`config.mk`:
```
export PLATFORM = sky130hd
export DESIGN_NAME = bracket_balance_completer_core
export DESIGN_NICKNAME = d
export VERILOG_FILES = /design/src/design/bbc_pkg.sv /design/src/design/bbc_cell.sv /design/src/design/bracket_balance_completer_core.sv
export SDC_FILE = /design/constraint.sdc
export NUM_CORES = 1
export LEC_CHECK = 0
export BUFFER_PORTS_ARGS = -buffer_cell sky130_fd_sc_hd__clkbuf_2
export CAP_MARGIN = 10
export CORE_AREA = 5 5 159 85
export DETAILED_ROUTE_END_ITERATION = 6
export DIE_AREA = 0 0 164 90
export PLACE_DENSITY = 0.79
export REMOVE_ABC_BUFFERS = 1
export SLEW_MARGIN = 20
export SYNTH_ARGS = -nofsm -noshare
export SYNTH_HDL_FRONTEND = slang
export SYNTH_SLANG_ARGS = --single-unit
export TNS_END_PERCENT = 20
```
`constraint.sdc`:
```
create_clock -name clock -period 5.1 [get_ports clock]
set_clock_uncertainty 0.2 [all_clocks]
set_input_delay 1.02 -clock clock [delete_from_list [all_inputs] [get_ports clock]]
set_output_delay 1.02 -clock clock [all_outputs]
set_load 0.005 [all_outputs]
```
`src/design/bbc_pkg.sv`:
```
// ----------------------------------------------------------------------------
// Bracket balance completer package
// Shared types, constants and character decode functions.
// ----------------------------------------------------------------------------
`timescale 1ns / 1ps

package bbc_pkg;

   // Stack geometry
   localparam int STACK_DEPTH = 32;
   localparam int MAX_RESULTS = 32;
   localparam int CNT_W       = $clog2(STACK_DEPTH + 1);
   localparam int RES_W       = $clog2(MAX_RESULTS + 1);

   // Function codes on the request channel
   localparam logic [1:0] FUNC_APPEND   = 2'd0;
   localparam logic [1:0] FUNC_COMPLETE = 2'd1;
   localparam logic [1:0] FUNC_CLEAR    = 2'd2;

   // Closer codes held in the stack
   localparam logic [1:0] CODE_BRACE   = 2'd0;
   localparam logic [1:0] CODE_BRACKET = 2'd1;
   localparam logic [1:0] CODE_PAREN   = 2'd2;
   localparam logic [1:0] CODE_ANGLE   = 2'd3;

   typedef struct packed {
      logic [1:0] func;
      logic [7:0] in_byte;
   } req_type;

   typedef struct packed {
      logic [7:0] closer;
      logic       has_closer;
      logic       last_closer;
      logic       syntax_error;
      logic       overflow;
   } rsp_type;

   // Stack move applied to every cell at once
   typedef enum logic [1:0] {
      STK_HOLD = 2'd0,
      STK_PUSH = 2'd1,
      STK_POP  = 2'd2
   } stk_op_type;

   typedef struct packed {
      stk_op_type op;
      logic       load_shadow;
      logic       shift_shadow;
   } cell_ctrl_type;

   typedef struct packed {
      logic       hit;
      logic [1:0] code;
   } decode_type;

   function automatic decode_type opener_decode(input logic [7:0] b);
      decode_type d;
      d.hit  = 1'b1;
      d.code = CODE_BRACE;
      case (b)
         8'h7B:   d.code = CODE_BRACE;    // {
         8'h5B:   d.code = CODE_BRACKET;  // [
         8'h28:   d.code = CODE_PAREN;    // (
         8'h3C:   d.code = CODE_ANGLE;    // <
         default: d.hit  = 1'b0;
      endcase
      return d;
   endfunction

   function automatic decode_type closer_decode(input logic [7:0] b);
      decode_type d;
      d.hit  = 1'b1;
      d.code = CODE_BRACE;
      case (b)
         8'h7D:   d.code = CODE_BRACE;    // }
         8'h5D:   d.code = CODE_BRACKET;  // ]
         8'h29:   d.code = CODE_PAREN;    // )
         8'h3E:   d.code = CODE_ANGLE;    // >
         default: d.hit  = 1'b0;
      endcase
      return d;
   endfunction

   function automatic logic [7:0] closer_ascii(input logic [1:0] code);
      logic [7:0] c;
      case (code)
         CODE_BRACE:   c = 8'h7D;
         CODE_BRACKET: c = 8'h5D;
         CODE_PAREN:   c = 8'h29;
         CODE_ANGLE:   c = 8'h3E;
         default:      c = 8'h7D;
      endcase
      return c;
   endfunction

endpackage

```
`src/design/bbc_cell.sv`:
```
// ----------------------------------------------------------------------------
// Bracket stack cell
// One stack entry plus one shadow entry used to stream out a completion run.
// ----------------------------------------------------------------------------
`timescale 1ns / 1ps

module bbc_cell
   import bbc_pkg::*;
(
   input  logic          clock,
   input  cell_ctrl_type ctrl,
   input  logic [1:0]    from_above,   // neighbor toward the top (push)
   input  logic [1:0]    from_below,   // neighbor toward the bottom (pop)
   input  logic [1:0]    shadow_below, // shadow shifts toward the top
   output logic [1:0]    stk_val,
   output logic [1:0]    shadow_val
);

   logic [1:0] stk_ff, stk_in;
   logic [1:0] shadow_ff, shadow_in;

   // Stack entry moves with push and pop
   always_comb begin
      case (ctrl.op)
         STK_PUSH: stk_in = from_above;
         STK_POP:  stk_in = from_below;
         default:  stk_in = stk_ff;
      endcase
   end

   // Shadow copy for completion readout
   always_comb begin
      if (ctrl.load_shadow) begin
         shadow_in = stk_ff;
      end else if (ctrl.shift_shadow) begin
         shadow_in = shadow_below;
      end else begin
         shadow_in = shadow_ff;
      end
   end

   always_ff @(posedge clock) begin
      stk_ff    <= stk_in;
      shadow_ff <= shadow_in;
   end

   assign stk_val    = stk_ff;
   assign shadow_val = shadow_ff;

endmodule

```
`src/design/bracket_balance_completer_core.sv`:
```
// ----------------------------------------------------------------------------
// Bracket balance completer core
// Tracks bracket nesting in a byte stream and lists the pending closers.
// ----------------------------------------------------------------------------
// Usage:
//   req channel (req_valid / req_stall / req_data) carries one command per
//   transfer: append a byte, request completion, or clear. rsp channel
//   (rsp_valid / rsp_stall / rsp_data) carries completion results.
//   The stack is a row of cells with the top in cell 0; a push or pop moves
//   every cell at once, so an append or clear never stalls the request
//   channel and the next command can be taken in the following cycle.
//   A completion copies the stack into the shadow row of the cells and
//   shifts it out one closer per cycle while the receiver does not stall:
//   n results (one if the stack is empty), each registered in the output
//   register in the drain state. req_stall is high while the run drains,
//   so no command is taken until the last result is registered.
//   A result waits in the output register while rsp_stall is high; appends
//   and clears are still taken during that time.
//   Reset empties the stack and drops both flags and the output valid.
// ----------------------------------------------------------------------------
`timescale 1ns / 1ps

module bracket_balance_completer_core
   import bbc_pkg::*;
(
   input  logic    clock,
   input  logic    reset,
   input  logic    req_valid,
   output logic    req_stall,
   input  req_type req_data,
   output logic    rsp_valid,
   input  logic    rsp_stall,
   output rsp_type rsp_data
);

   typedef enum logic [1:0] {
      ST_IDLE  = 2'b01,
      ST_DRAIN = 2'b10
   } state_type;

   state_type        state_ff, state_in;
   logic [CNT_W-1:0] count_ff, count_in;
   logic [RES_W-1:0] remain_ff, remain_in;
   logic             err_ff, err_in;
   logic             ovf_ff, ovf_in;
   logic             rsp_valid_ff, rsp_valid_in;
   rsp_type          rsp_ff, rsp_in;

   cell_ctrl_type    ctrl;
   logic [1:0]       push_code;
   logic [1:0]       stk_val    [STACK_DEPTH];
   logic [1:0]       shadow_val [STACK_DEPTH];

   logic             take;
   logic             out_free;
   logic             emit;
   decode_type       op_dec;
   decode_type       cl_dec;

   assign req_stall = (state_ff != ST_IDLE);
   assign take      = req_valid && !req_stall;
   assign out_free  = !rsp_valid_ff || !rsp_stall;
   assign emit      = (state_ff == ST_DRAIN) && out_free;
   assign op_dec    = opener_decode(req_data.in_byte);
   assign cl_dec    = closer_decode(req_data.in_byte);
   assign push_code = op_dec.code;

   // Command decode, stack moves and flags
   always_comb begin
      state_in          = state_ff;
      count_in          = count_ff;
      remain_in         = remain_ff;
      err_in            = err_ff;
      ovf_in            = ovf_ff;
      ctrl.op           = STK_HOLD;
      ctrl.load_shadow  = 1'b0;
      ctrl.shift_shadow = 1'b0;
      case (state_ff)
         ST_IDLE: begin
            if (take) begin
               case (req_data.func)
                  FUNC_APPEND: begin
                     if (!err_ff && !ovf_ff) begin
                        if (op_dec.hit) begin
                           if (count_ff == CNT_W'(STACK_DEPTH)) begin
                              ovf_in = 1'b1;
                           end else begin
                              ctrl.op  = STK_PUSH;
                              count_in = count_ff + CNT_W'(1);
                           end
                        end else if (cl_dec.hit) begin
                           if (count_ff != '0 && stk_val[0] == cl_dec.code) begin
                              ctrl.op  = STK_POP;
                              count_in = count_ff - CNT_W'(1);
                           end else begin
                              err_in = 1'b1;
                           end
                        end
                     end
                  end
                  FUNC_COMPLETE: begin
                     ctrl.load_shadow = 1'b1;
                     state_in         = ST_DRAIN;
                     if (int'(count_ff) > MAX_RESULTS) begin
                        remain_in = RES_W'(MAX_RESULTS);
                     end else begin
                        remain_in = RES_W'(count_ff);
                     end
                  end
                  FUNC_CLEAR: begin
                     count_in = '0;
                     err_in   = 1'b0;
                     ovf_in   = 1'b0;
                  end
                  default: ;
               endcase
            end
         end
         ST_DRAIN: begin
            if (emit) begin
               ctrl.shift_shadow = 1'b1;
               if (remain_ff <= RES_W'(1)) begin
                  state_in  = ST_IDLE;
                  remain_in = '0;
               end else begin
                  remain_in = remain_ff - RES_W'(1);
               end
            end
         end
         default: state_in = ST_IDLE;
      endcase
   end

   // Output register
   always_comb begin
      rsp_in       = rsp_ff;
      rsp_valid_in = rsp_valid_ff && rsp_stall;
      if (emit) begin
         rsp_valid_in        = 1'b1;
         rsp_in.has_closer   = (remain_ff != '0);
         rsp_in.closer       = (remain_ff != '0) ? closer_ascii(shadow_val[0]) : 8'h00;
         rsp_in.last_closer  = (remain_ff <= RES_W'(1));
         rsp_in.syntax_error = err_ff;
         rsp_in.overflow     = ovf_ff;
      end
   end

   always_ff @(posedge clock) begin
      if (reset) begin
         state_ff     <= ST_IDLE;
         count_ff     <= '0;
         remain_ff    <= '0;
         err_ff       <= 1'b0;
         ovf_ff       <= 1'b0;
         rsp_valid_ff <= 1'b0;
      end else begin
         state_ff     <= state_in;
         count_ff     <= count_in;
         remain_ff    <= remain_in;
         err_ff       <= err_in;
         ovf_ff       <= ovf_in;
         rsp_valid_ff <= rsp_valid_in;
      end
   end

   always_ff @(posedge clock) begin
      rsp_ff <= rsp_in;
   end

   // Row of stack cells, top at index 0
   for (genvar i = 0; i < STACK_DEPTH; i++) begin : g_cell
      logic [1:0] above;
      logic [1:0] below;
      logic [1:0] sh_below;
      if (i == 0) begin : g_top
         assign above = push_code;
      end else begin : g_mid
         assign above = stk_val[i-1];
      end
      if (i == STACK_DEPTH - 1) begin : g_bot
         assign below    = 2'b00;
         assign sh_below = 2'b00;
      end else begin : g_up
         assign below    = stk_val[i+1];
         assign sh_below = shadow_val[i+1];
      end
      bbc_cell u_cell (
         .clock        (clock),
         .ctrl         (ctrl),
         .from_above   (above),
         .from_below   (below),
         .shadow_below (sh_below),
         .stk_val      (stk_val[i]),
         .shadow_val   (shadow_val[i])
      );
   end

   assign rsp_valid = rsp_valid_ff;
   assign rsp_data  = rsp_ff;

endmodule

```
=== Word level (Yosys, flattened, before mapping) ===
Cells that the tools add are included.

* Output and inout port bits: 14
* Logic and storage cells: 278
* Flip-flop bits (word level): 157
* Bits of input ports: 14

* Muxes and demuxes: 139
* Add/subtract/negate cells: 3
* Reductions and logical operators: 26
* $lt $le $gt $ge: 2
* Equal/unequal tests: 33

{| class="wikitable"
|+ Operator list
! operator !! count
|-
| 2-bit 2-to-1 mux || 73
|-
| 2-bit case mux with 2 select lines || 33
|-
| 6-bit 2-to-1 mux || 10
|-
| 8-bit by 6-bit == test with 1-bit output, second input constant || 4
|-
| 8-bit by 7-bit == test with 1-bit output, second input constant || 4
|-
| 8-bit case mux with 4 select lines || 1
|-
| 6-bit case mux with 2 select lines || 2
|-
| 2-bit != test, second input constant || 8
|-
| 1-bit 2-to-1 mux || 14
|-
| 7-bit AND reduction || 2
|-
| 2-bit case mux with 3 select lines || 2
|-
| 6-bit nonzero test || 2
|-
| 6-bit by 1-bit subtractor with 6-bit output, second input constant || 2
|-
| 2-bit == test, second input constant || 5
|-
| 3-bit != test, second input constant || 3
|-
| 2-bit by 1-bit == test with 1-bit output, second input constant || 4
|-
| 4-bit AND reduction || 2
|-
| 2-bit nonzero test || 4
|-
| 4-bit OR reduction || 2
|-
| 6-bit by 1-bit adder with 6-bit output, second input constant || 1
|-
| 6-bit == test, second input constant || 1
|-
| 6-bit > comparator, second input constant || 1
|-
| 6-bit by 1-bit <= comparator with 1-bit output, second input constant || 1
|-
| 3-bit 2-to-1 mux || 2
|-
| other kinds (8) || 20
|}

=== Logic depth before layout (Yosys ltp) ===
Gate-level depths: netlist (run 1).

* Depth in word-level cells: 13
* Gate-level depth with buffers: 12
* Depth with buffers taken out: 11

=== Hierarchy ===
From an unflattened synthesis (run 1), not the netlist that was laid out.

* Cell total of the unflattened synthesis: 578
* Area, all modules: 8107.8 um^2

{| class="wikitable"
|+ Modules (own cells, without submodules)
! module !! area each (um^2) !! sequential area each (um^2) !! cells an instance !! times used
|-
| bbc_cell || 198.9 || 120.1 || 12 || 32
|-
| bracket_balance_completer_core || 1741.7 || 640.6 || 194 || 1
|}

=== Worst setup path before layout (run 1) ===
Ideal clock, no wire load.

* Path kind: input port to flip-flop
* Start point: in req_valid
* End point: reg remain_ff[5]
* Arrival time: 4437 ps
* Slack: 335 ps
* Data required time: 4772 ps
* Cell stages on the path: 8
* Setup time: 128 ps
* Path buffers: 1
* Path through: nand2_1 > or2_2 > nor3b_1 > or2_2 > clkbuf_1 > o21ai_0 > a22oi_1 > nor2_1

* Longest elaborated chain between the ends: 3

{| class="wikitable"
|+ RTL lines
! what !! line !! text
|-
| from (decl) || bracket_balance_completer_core.sv:28 || <nowiki>input logic req_valid,</nowiki>
|-
| 1-bit logical AND || bracket_balance_completer_core.sv:61 || <nowiki>assign take = req_valid && !req_stall;</nowiki>
|-
| 2-bit != test (no line) || -- ||
|-
| 4-bit AND reduction (no line) || -- ||
|-
| to (signal assigned) || bracket_balance_completer_core.sv:159 || <nowiki>remain_ff <= remain_in;</nowiki>
|-
| to (decl) || bracket_balance_completer_core.sv:43 || <nowiki>logic [RES_W-1:0] remain_ff, remain_in;</nowiki>
|}

No other way between the ends.
A chain may end at the register's enable or synchronous reset.

=== Worst setup path after layout (run 1) ===
* Start point: in req_data[1] (netlist bit)
* End point: reg count_ff[5]

* Longest elaborated chain between the ends: 6
* Elaborated cells on any way between the ends: 22
* Classes of those cells: eq/ne (12); mux (6); reduce/logical (4)

{| class="wikitable"
|+ RTL lines
! what !! line !! text
|-
| from (decl) || bracket_balance_completer_core.sv:30 || <nowiki>input req_type req_data,</nowiki>
|-
| 8-bit by 6-bit == test with 1-bit output (tied with other cells) || bbc_pkg.sv:75 || <nowiki>case (b)</nowiki>
|-
| 2-bit case mux with 3 select lines or 4-bit OR reduction (tied branches) || -- ||
|-
| 2-bit == test or 1-bit 2-to-1 mux (tied branches) || bracket_balance_completer_core.sv:92, bbc_pkg.sv:61 ||
|-
| 1-bit logical AND or 6-bit 2-to-1 mux (tied branches) || bracket_balance_completer_core.sv:92, bracket_balance_completer_core.sv:84 ||
|-
| 3-bit != test (no line) or 6-bit 2-to-1 mux (tied branches) || -- ||
|-
| 7-bit AND reduction (no line) or 6-bit case mux with 2 select lines (tied branches) || -- ||
|-
| to (signal assigned) || bracket_balance_completer_core.sv:158 || <nowiki>count_ff <= count_in;</nowiki>
|-
| to (decl) || bracket_balance_completer_core.sv:42 || <nowiki>logic [CNT_W-1:0] count_ff, count_in;</nowiki>
|}

Parallel ways exist; a longest one is shown, timed or not. The select of a mux whose other input is x is not followed.

==> results of run 1 <==
## synthesized netlist by cell type, types with 2 or more instances
master,number
a211oi_1,5
a21o_1,3
a21oi_1,18
a22o_1,3
a22oi_1,4
a31oi_1,2
and2_1,3
buf_1,4
buf_4,2
buf_6,2
clkbuf_1,14
dfxtp_1,17
edfxtp_1,138
ha_1,8
inv_1,7
mux2_2,122
nand2_1,17
nand2b_1,6
nand3_1,2
nand3b_1,2
nor2_1,22
nor2b_1,4
nor3_1,10
o21ai_0,9
or2_2,2
or3_1,6
or4_1,4
or4b_1,2
or4bb_1,2
xor2_1,4
## sequential cells by signal, indices dropped and copies added (netlist names)
name                      flops
remain_ff                     6
g_cell.u_cell.shadow_val     64
rsp_data                     10
ovf_ff                        1
err_ff                        1
g_cell.u_cell.stk_val        64
count_ff                      6
state_ff                      2
rsp_valid                     1
## power groups by stage
stage	Combinational [µW]	Sequential (µW)	Clock, µW
finish	130	1410	1200
global route	142	1410	1290
CTS	130	1410	1230
detailed placement	129	1440	0
global placement	122	1440	0
floorplan	93.5	1430	0
## cell usage in the layout, fill, tap and decap left out, drive strengths merged, types with 3 or more instances in the layout
master,instances
a22o,3
xor2,4
inv,12
nor3,10
buf,9
or3,6
or4,4
nand2b,6
clkinv,5
a22oi,4
and2,4
mux2,122
clkbuf,47
edfxtp,138
a21o,3
nand2,17
nor2,22
a21oi,18
ha,8
a211oi,6
o21ai,9
dfxtp,17
nor2b,4
## kinds of logic (layout without fill, tap and decap cells)
group	Yosys count	in the layout	share of synthesized area, %
flops	155	155	64.3
mux	122	122	19.7
simple gates	91	91	7.15
compound gates	49	49	4.61
buf+inv	29	74	1.88
fa+ha+maj	9	9	1.72
xor+xnor	5	5	0.628
other cells	1	1	0.0537
## path summary, 6_finish.rpt
path | start | end | slack (ps)
worst max-delay path | req_data[1] | count_ff[5] | 1260
worst min-delay path | err_ff | rsp_data[1] | 300
worst min register to register | err_ff | rsp_data[1] | 300
worst max register to register | count_ff[0] | g_cell[23].u_cell.stk_val[0] | 2010
## critical path, cell delays in order
cell      delay (ps)
clkbuf_2         130
or4b_1           540
or3_1            380
and2_4           210
ha_1             320
a211oi_1         340
o21bai_1         120
a21oi_1          180
xor2_1            90
or4_1            500
a21oi_1          150
## per-layer routing
metal	share of wire (%)	wire, µm
met3	5.5	671
met5	0	0
met4	1.1	135
met1	47	5800
met2	46	5670
## area by class of cell
cell class / instances / area, µm² / area share, %
tap: 170 / 213 / 2.69
inverter: 7 / 26.3 / 0.333
sequential: 155 / 4480 / 56.8
clock buffer: 21 / 493 / 6.25
clock inverter: 11 / 80.1 / 1.01
timing repair buffer: 35 / 235 / 2.98
multi-input combinational: 277 / 2360 / 29.9
## metrics by stage
| stage | total power (µW) | std cells | setup slack (ps) | hold WS, ps |
|---|---|---|---|---|
| finish | 2740 | 676 | 1260 | 303 |
| global route | 2840 | 676 | 1170 | 315 |
| CTS | 2770 | 676 | 1300 | 294 |
| detailed placement | 1570 | 644 | 873 | 277 |
| global placement | 1560 | 644 | 1020 | 262 |
| floorplan | 1530 | 439 | 598 | 231 |
==> impl_metrics.tcl, run 1 <==
set metrics [dict create \
    r2r_cells 6 \
    pwr-share-seq_pct 51.4 \
    p_switching_uw 591 \
    gr-usage-met2_pct 26.3 \
    hp-class "flop to flop" \
    grt_pass1_vias 3885 \
    post-cts-setup-buffer-count 0 \
    stdcell_area_mm2 0.00789 \
    clkPwrFrac_pct 43.9 \
    crit_required_ps 5240 \
    avgSynthCellArea_um2 15.1 \
    vias 3876 \
    critical_path_class "input pin to flop" \
    outcome "finished, final reports clean" \
    clk_path_buf_depth 2 \
    critPathMaxFanout 12 \
    synthCells 461 \
    whs_path_depth 0 \
    synth_top_cell_area_share_pct 59.4 \
    initial_core_util_pct 57.6 \
    period_minus_slack_ps 3840 \
    cts_tree "done" \
    drtIter0Drc 346 \
    cellPowerDensity_mw_per_mm2 348 \
    finalMaxSlewViolations 0 \
    leakage_uw 0.00271 \
    slew_headroom_pct 44.9 \
    grt_use_met1_pct 24.7 \
    ys_ff_latch 155 \
    rsz0062_at_grt "false" \
    ys_warn_count 0 \
    finalSetupViolCount 0 \
    port_buffers 26 \
    cts.reportedPaths.clkPinSlew_ps 60 \
    grt_overflow_total 0 \
    io_pins 28 \
    grt_max_degree 62 \
    netlist_area_mm2 0.00698 \
    fill_cells 871 \
    cts_root_buf "clkbuf_16" \
    drive_gt1_share_pct 38.5 \
    end_kind "flop" \
    antenna_found_initial 0 \
    synth_area_leaders "edfxtp_1, mux2_2, dfxtp_1" \
    switching_share_pct 21.5 \
    finalCritPeriodShare_pct 75.3 \
    synth_edf_count 138 \
    yosysUniqueCellTypes 47 \
    fin_nets 516 \
    cts_buffers 17 \
    synth_top_area_cell "edfxtp_1" \
    antennaDiodeCount 0 \
    ant_nets 0 \
    place.gp.congestion 0.780 \
    htree_num_levels 4 \
    worstPathArrival_ps 3990 \
    tns_ps 0 \
    die_y_um 90 \
    internal_power_uw 2150 \
    max_freq_mhz 260 \
    cp-start-kind "input pin" \
    cts_hold_repair.buffers 0 \
    routedWlPerCell_um 18.2 \
    core_area_mm2 0.0121 \
    wl_um 12300 \
    seq_area_frac_synth_pct 64.3 \
    grt_pass1_wl_um 19900 \
    clkLatencyLatePin_ps 420 \
    grt_usage_pct 17.4 \
    firstDrtPassIters 5 \
    met3_usage_pct 4.16 \
    grt_busiest_layer "met2" \
    syn2layout_area_growth_pct 13.1 \
    die-area_mm2 0.0148 \
    dpl_cell_area_mm2 0.00732 \
    tightest_slew_ps 826 \
    cts_resized 0 \
    ir_worst_vdd_mv 0.231 \
    combPwrFrac_pct 4.7 \
    drc_errors 0 \
    hpwl_um 7880 \
    die_w_um 164 \
    viasPerCell 5.73 \
    ys.flop_type "edfxtp_1" \
    final_core_util_pct 65.1 \
    placementRows 29 \
    max-cap-violations 0 \
    async_reset_ff_share_pct 0 \
    hold_viol 0 \
    cts.sinks 155 \
]
No activity file was read; power rests on OpenSTA's default activity.
==> run 2, diff against run 1 <==
==> constraint.sdc (replaced) <==
create_clock -name clock -period 3.6 [get_ports clock]
set_clock_uncertainty 0.2 [all_clocks]
set_input_delay 0.72 -clock clock [delete_from_list [all_inputs] [get_ports clock]]
set_output_delay 0.72 -clock clock [all_outputs]
set_load 0.005 [all_outputs]
==> run 2 against run 1 <==
Net effect: global-route usage grew 0.31 points; cell count rose by 2.1%; sequential cell count did not move; largest power group unchanged; cell area is 2.5% higher; first-iteration DRC count rose by 14%; critical endpoint unchanged; routed wire length is 0.67% higher; via count is 0.59% higher.
==> impl_metrics.tcl, run 2 (synthesized netlist as in run 1, its figures left out) <==
set metrics [dict create \
    path_delay_family "simple AND/OR/NAND/NOR gates" \
    grt_pass1_wl_um 20600 \
    grt_usage_pct 17.7 \
    die_y_um 90 \
    vias 3899 \
    wl_um 12400 \
    rsz0062_at_grt "false" \
    firstDrtPassIters 4 \
    crit_required_ps 3740 \
    core_area_mm2 0.0121 \
    crit_chain "clkbuf_2 > or4b_1 > or3_1 > and2_4 > ha_1 > a211oi_1 > o21bai_1 > a21oi_1 > xor2_1 > or4_1 > a21oi_1" \
    io_pins 28 \
    cts.sinks 155 \
    clkLatencyLatePin_ps 410 \
    r2r_slack_ps 640 \
    tightest_slew_ps 523 \
    hp-class "flop to flop" \
    cp_num_buf_inv 1 \
    final_core_util_pct 66.8 \
    fin_ws_ps 207 \
    syn2layout_area_growth_pct 16.0 \
    r2r_start "count_ff[0]" \
    cts_buffers 17 \
    layout_commonest_cell "edfxtp_1" \
    worstPathArrival_ps 3530 \
    drc_errors 0 \
    max_freq_mhz 295 \
    grt_overflow_total 0 \
    end_kind "flop" \
    cts_resized 0 \
    cp_common_cell "a21oi_1" \
    cts.reportedPaths.clkPinSlew_ps 60 \
    cts_tree "done" \
    fin_nets 530 \
    place.gp.congestion 0.803 \
    multiInputGateArea_mm2 0.00236 \
    ant_nets 0 \
    layout_common_cells "edfxtp_1, mux2_2, clkbuf_2" \
    place_ws_ps -202 \
    tns_ps 0 \
    routedWlPerCell_um 17.9 \
    worstHoldStart "ovf_ff" \
    cts_hold_repair.buffers 0 \
    hpwl_um 7850 \
    holdWs_ps 274 \
    grt_max_degree 65 \
    finalMaxSlewViolations 0 \
    leakage_uw 0.00281 \
    cts_root_buf "clkbuf_16" \
    drtIter0Drc 393 \
    max-cap-violations 0 \
    die_w_um 164 \
    register_area_mm2 0.00448 \
    finalSetupViolCount 0 \
    slowest_delay_ps 510 \
    initial_core_util_pct 57.6 \
    viasPerCell 5.65 \
    grt_pass1_vias 3918 \
    crit_path_start "req_data[1]" \
    critPathMaxFanout 3 \
    antenna_found_initial 0 \
    total_power_uw 4020 \
    slew_headroom_pct 65.1 \
    slowest_stage "or4b_1" \
    drive_gt1_share_pct 40.2 \
    cellPowerDensity_mw_per_mm2 496 \
    cp-start-kind "input pin" \
    ir_worst_vdd_mv 0.282 \
    hold_viol 0 \
    clk_path_buf_depth 2 \
    antennaDiodeCount 0 \
    period_minus_slack_ps 3390 \
    critical_path_class "input pin to flop" \
    htree_num_levels 4 \
    placementRows 29 \
    port_buffers 26 \
    finalCritPeriodShare_pct 94.3 \
    fill_cells 847 \
    outcome "finished, final reports clean" \
    post-cts-setup-buffer-count 0 \
    die-area_mm2 0.0148 \
]
[run 2: cell types whose count changed in the layout (fill, tap and decap cells not counted), sizes merged]
cell,before,now
buf,9,23
clkinvlp,1,0
bufinv,0,1
inv,12,13
clkbuf,47,48
clkinv,5,3
[run 2: worst paths after layout]
kind | cells past startpoint | to
worst max-delay path | 11 | count_ff[5]
worst min-delay path | 0 | rsp_data[0]
worst max register to register | 6 | g_cell[14].u_cell.stk_val[0]
worst min register to register | 0 | rsp_data[0]
[run 2: worst reg2reg max path: stages (launching register included)]
cell and delay, ps:
dfxtp_1 400, or4_1 580, or3b_2 530, nand3b_1 160
ha_1 250, buf_12 220, mux2_2 380
[run 2: where the power goes]
group	switching [µW]	total, µW	internal [µW]
clock	720	1820	1100
combinational	101	195	94.0
sequential	19.2	2000	1980
total	840	4020	3180
[run 2: metrics by stage]
stage	cell area, µm²	instances
after global placement	7480	658
final	8090	690
after CTS	8090	690
after detailed placement	7480	658
after global routing	8090	690
after floorplan	6870	439
[run 2: layout make-up]
| cell class | instances | area share (%) |
|---|---|---|
| inverters | 7 | 0.325 |
| flip-flops and latches | 155 | 55.4 |
| repair buffers | 49 | 4.82 |
| clock buffers | 22 | 6.40 |
| clock inverters | 10 | 1.21 |
| well taps | 170 | 2.63 |
| multi-input cells | 277 | 29.2 |
[run 2: per-layer routing]
metal	share of wire, %	global-route usage (%)
met1	50	26.7
met2	44	24.9
met3	5.4	4.57
met4	1.3	6.14
met5	0	0
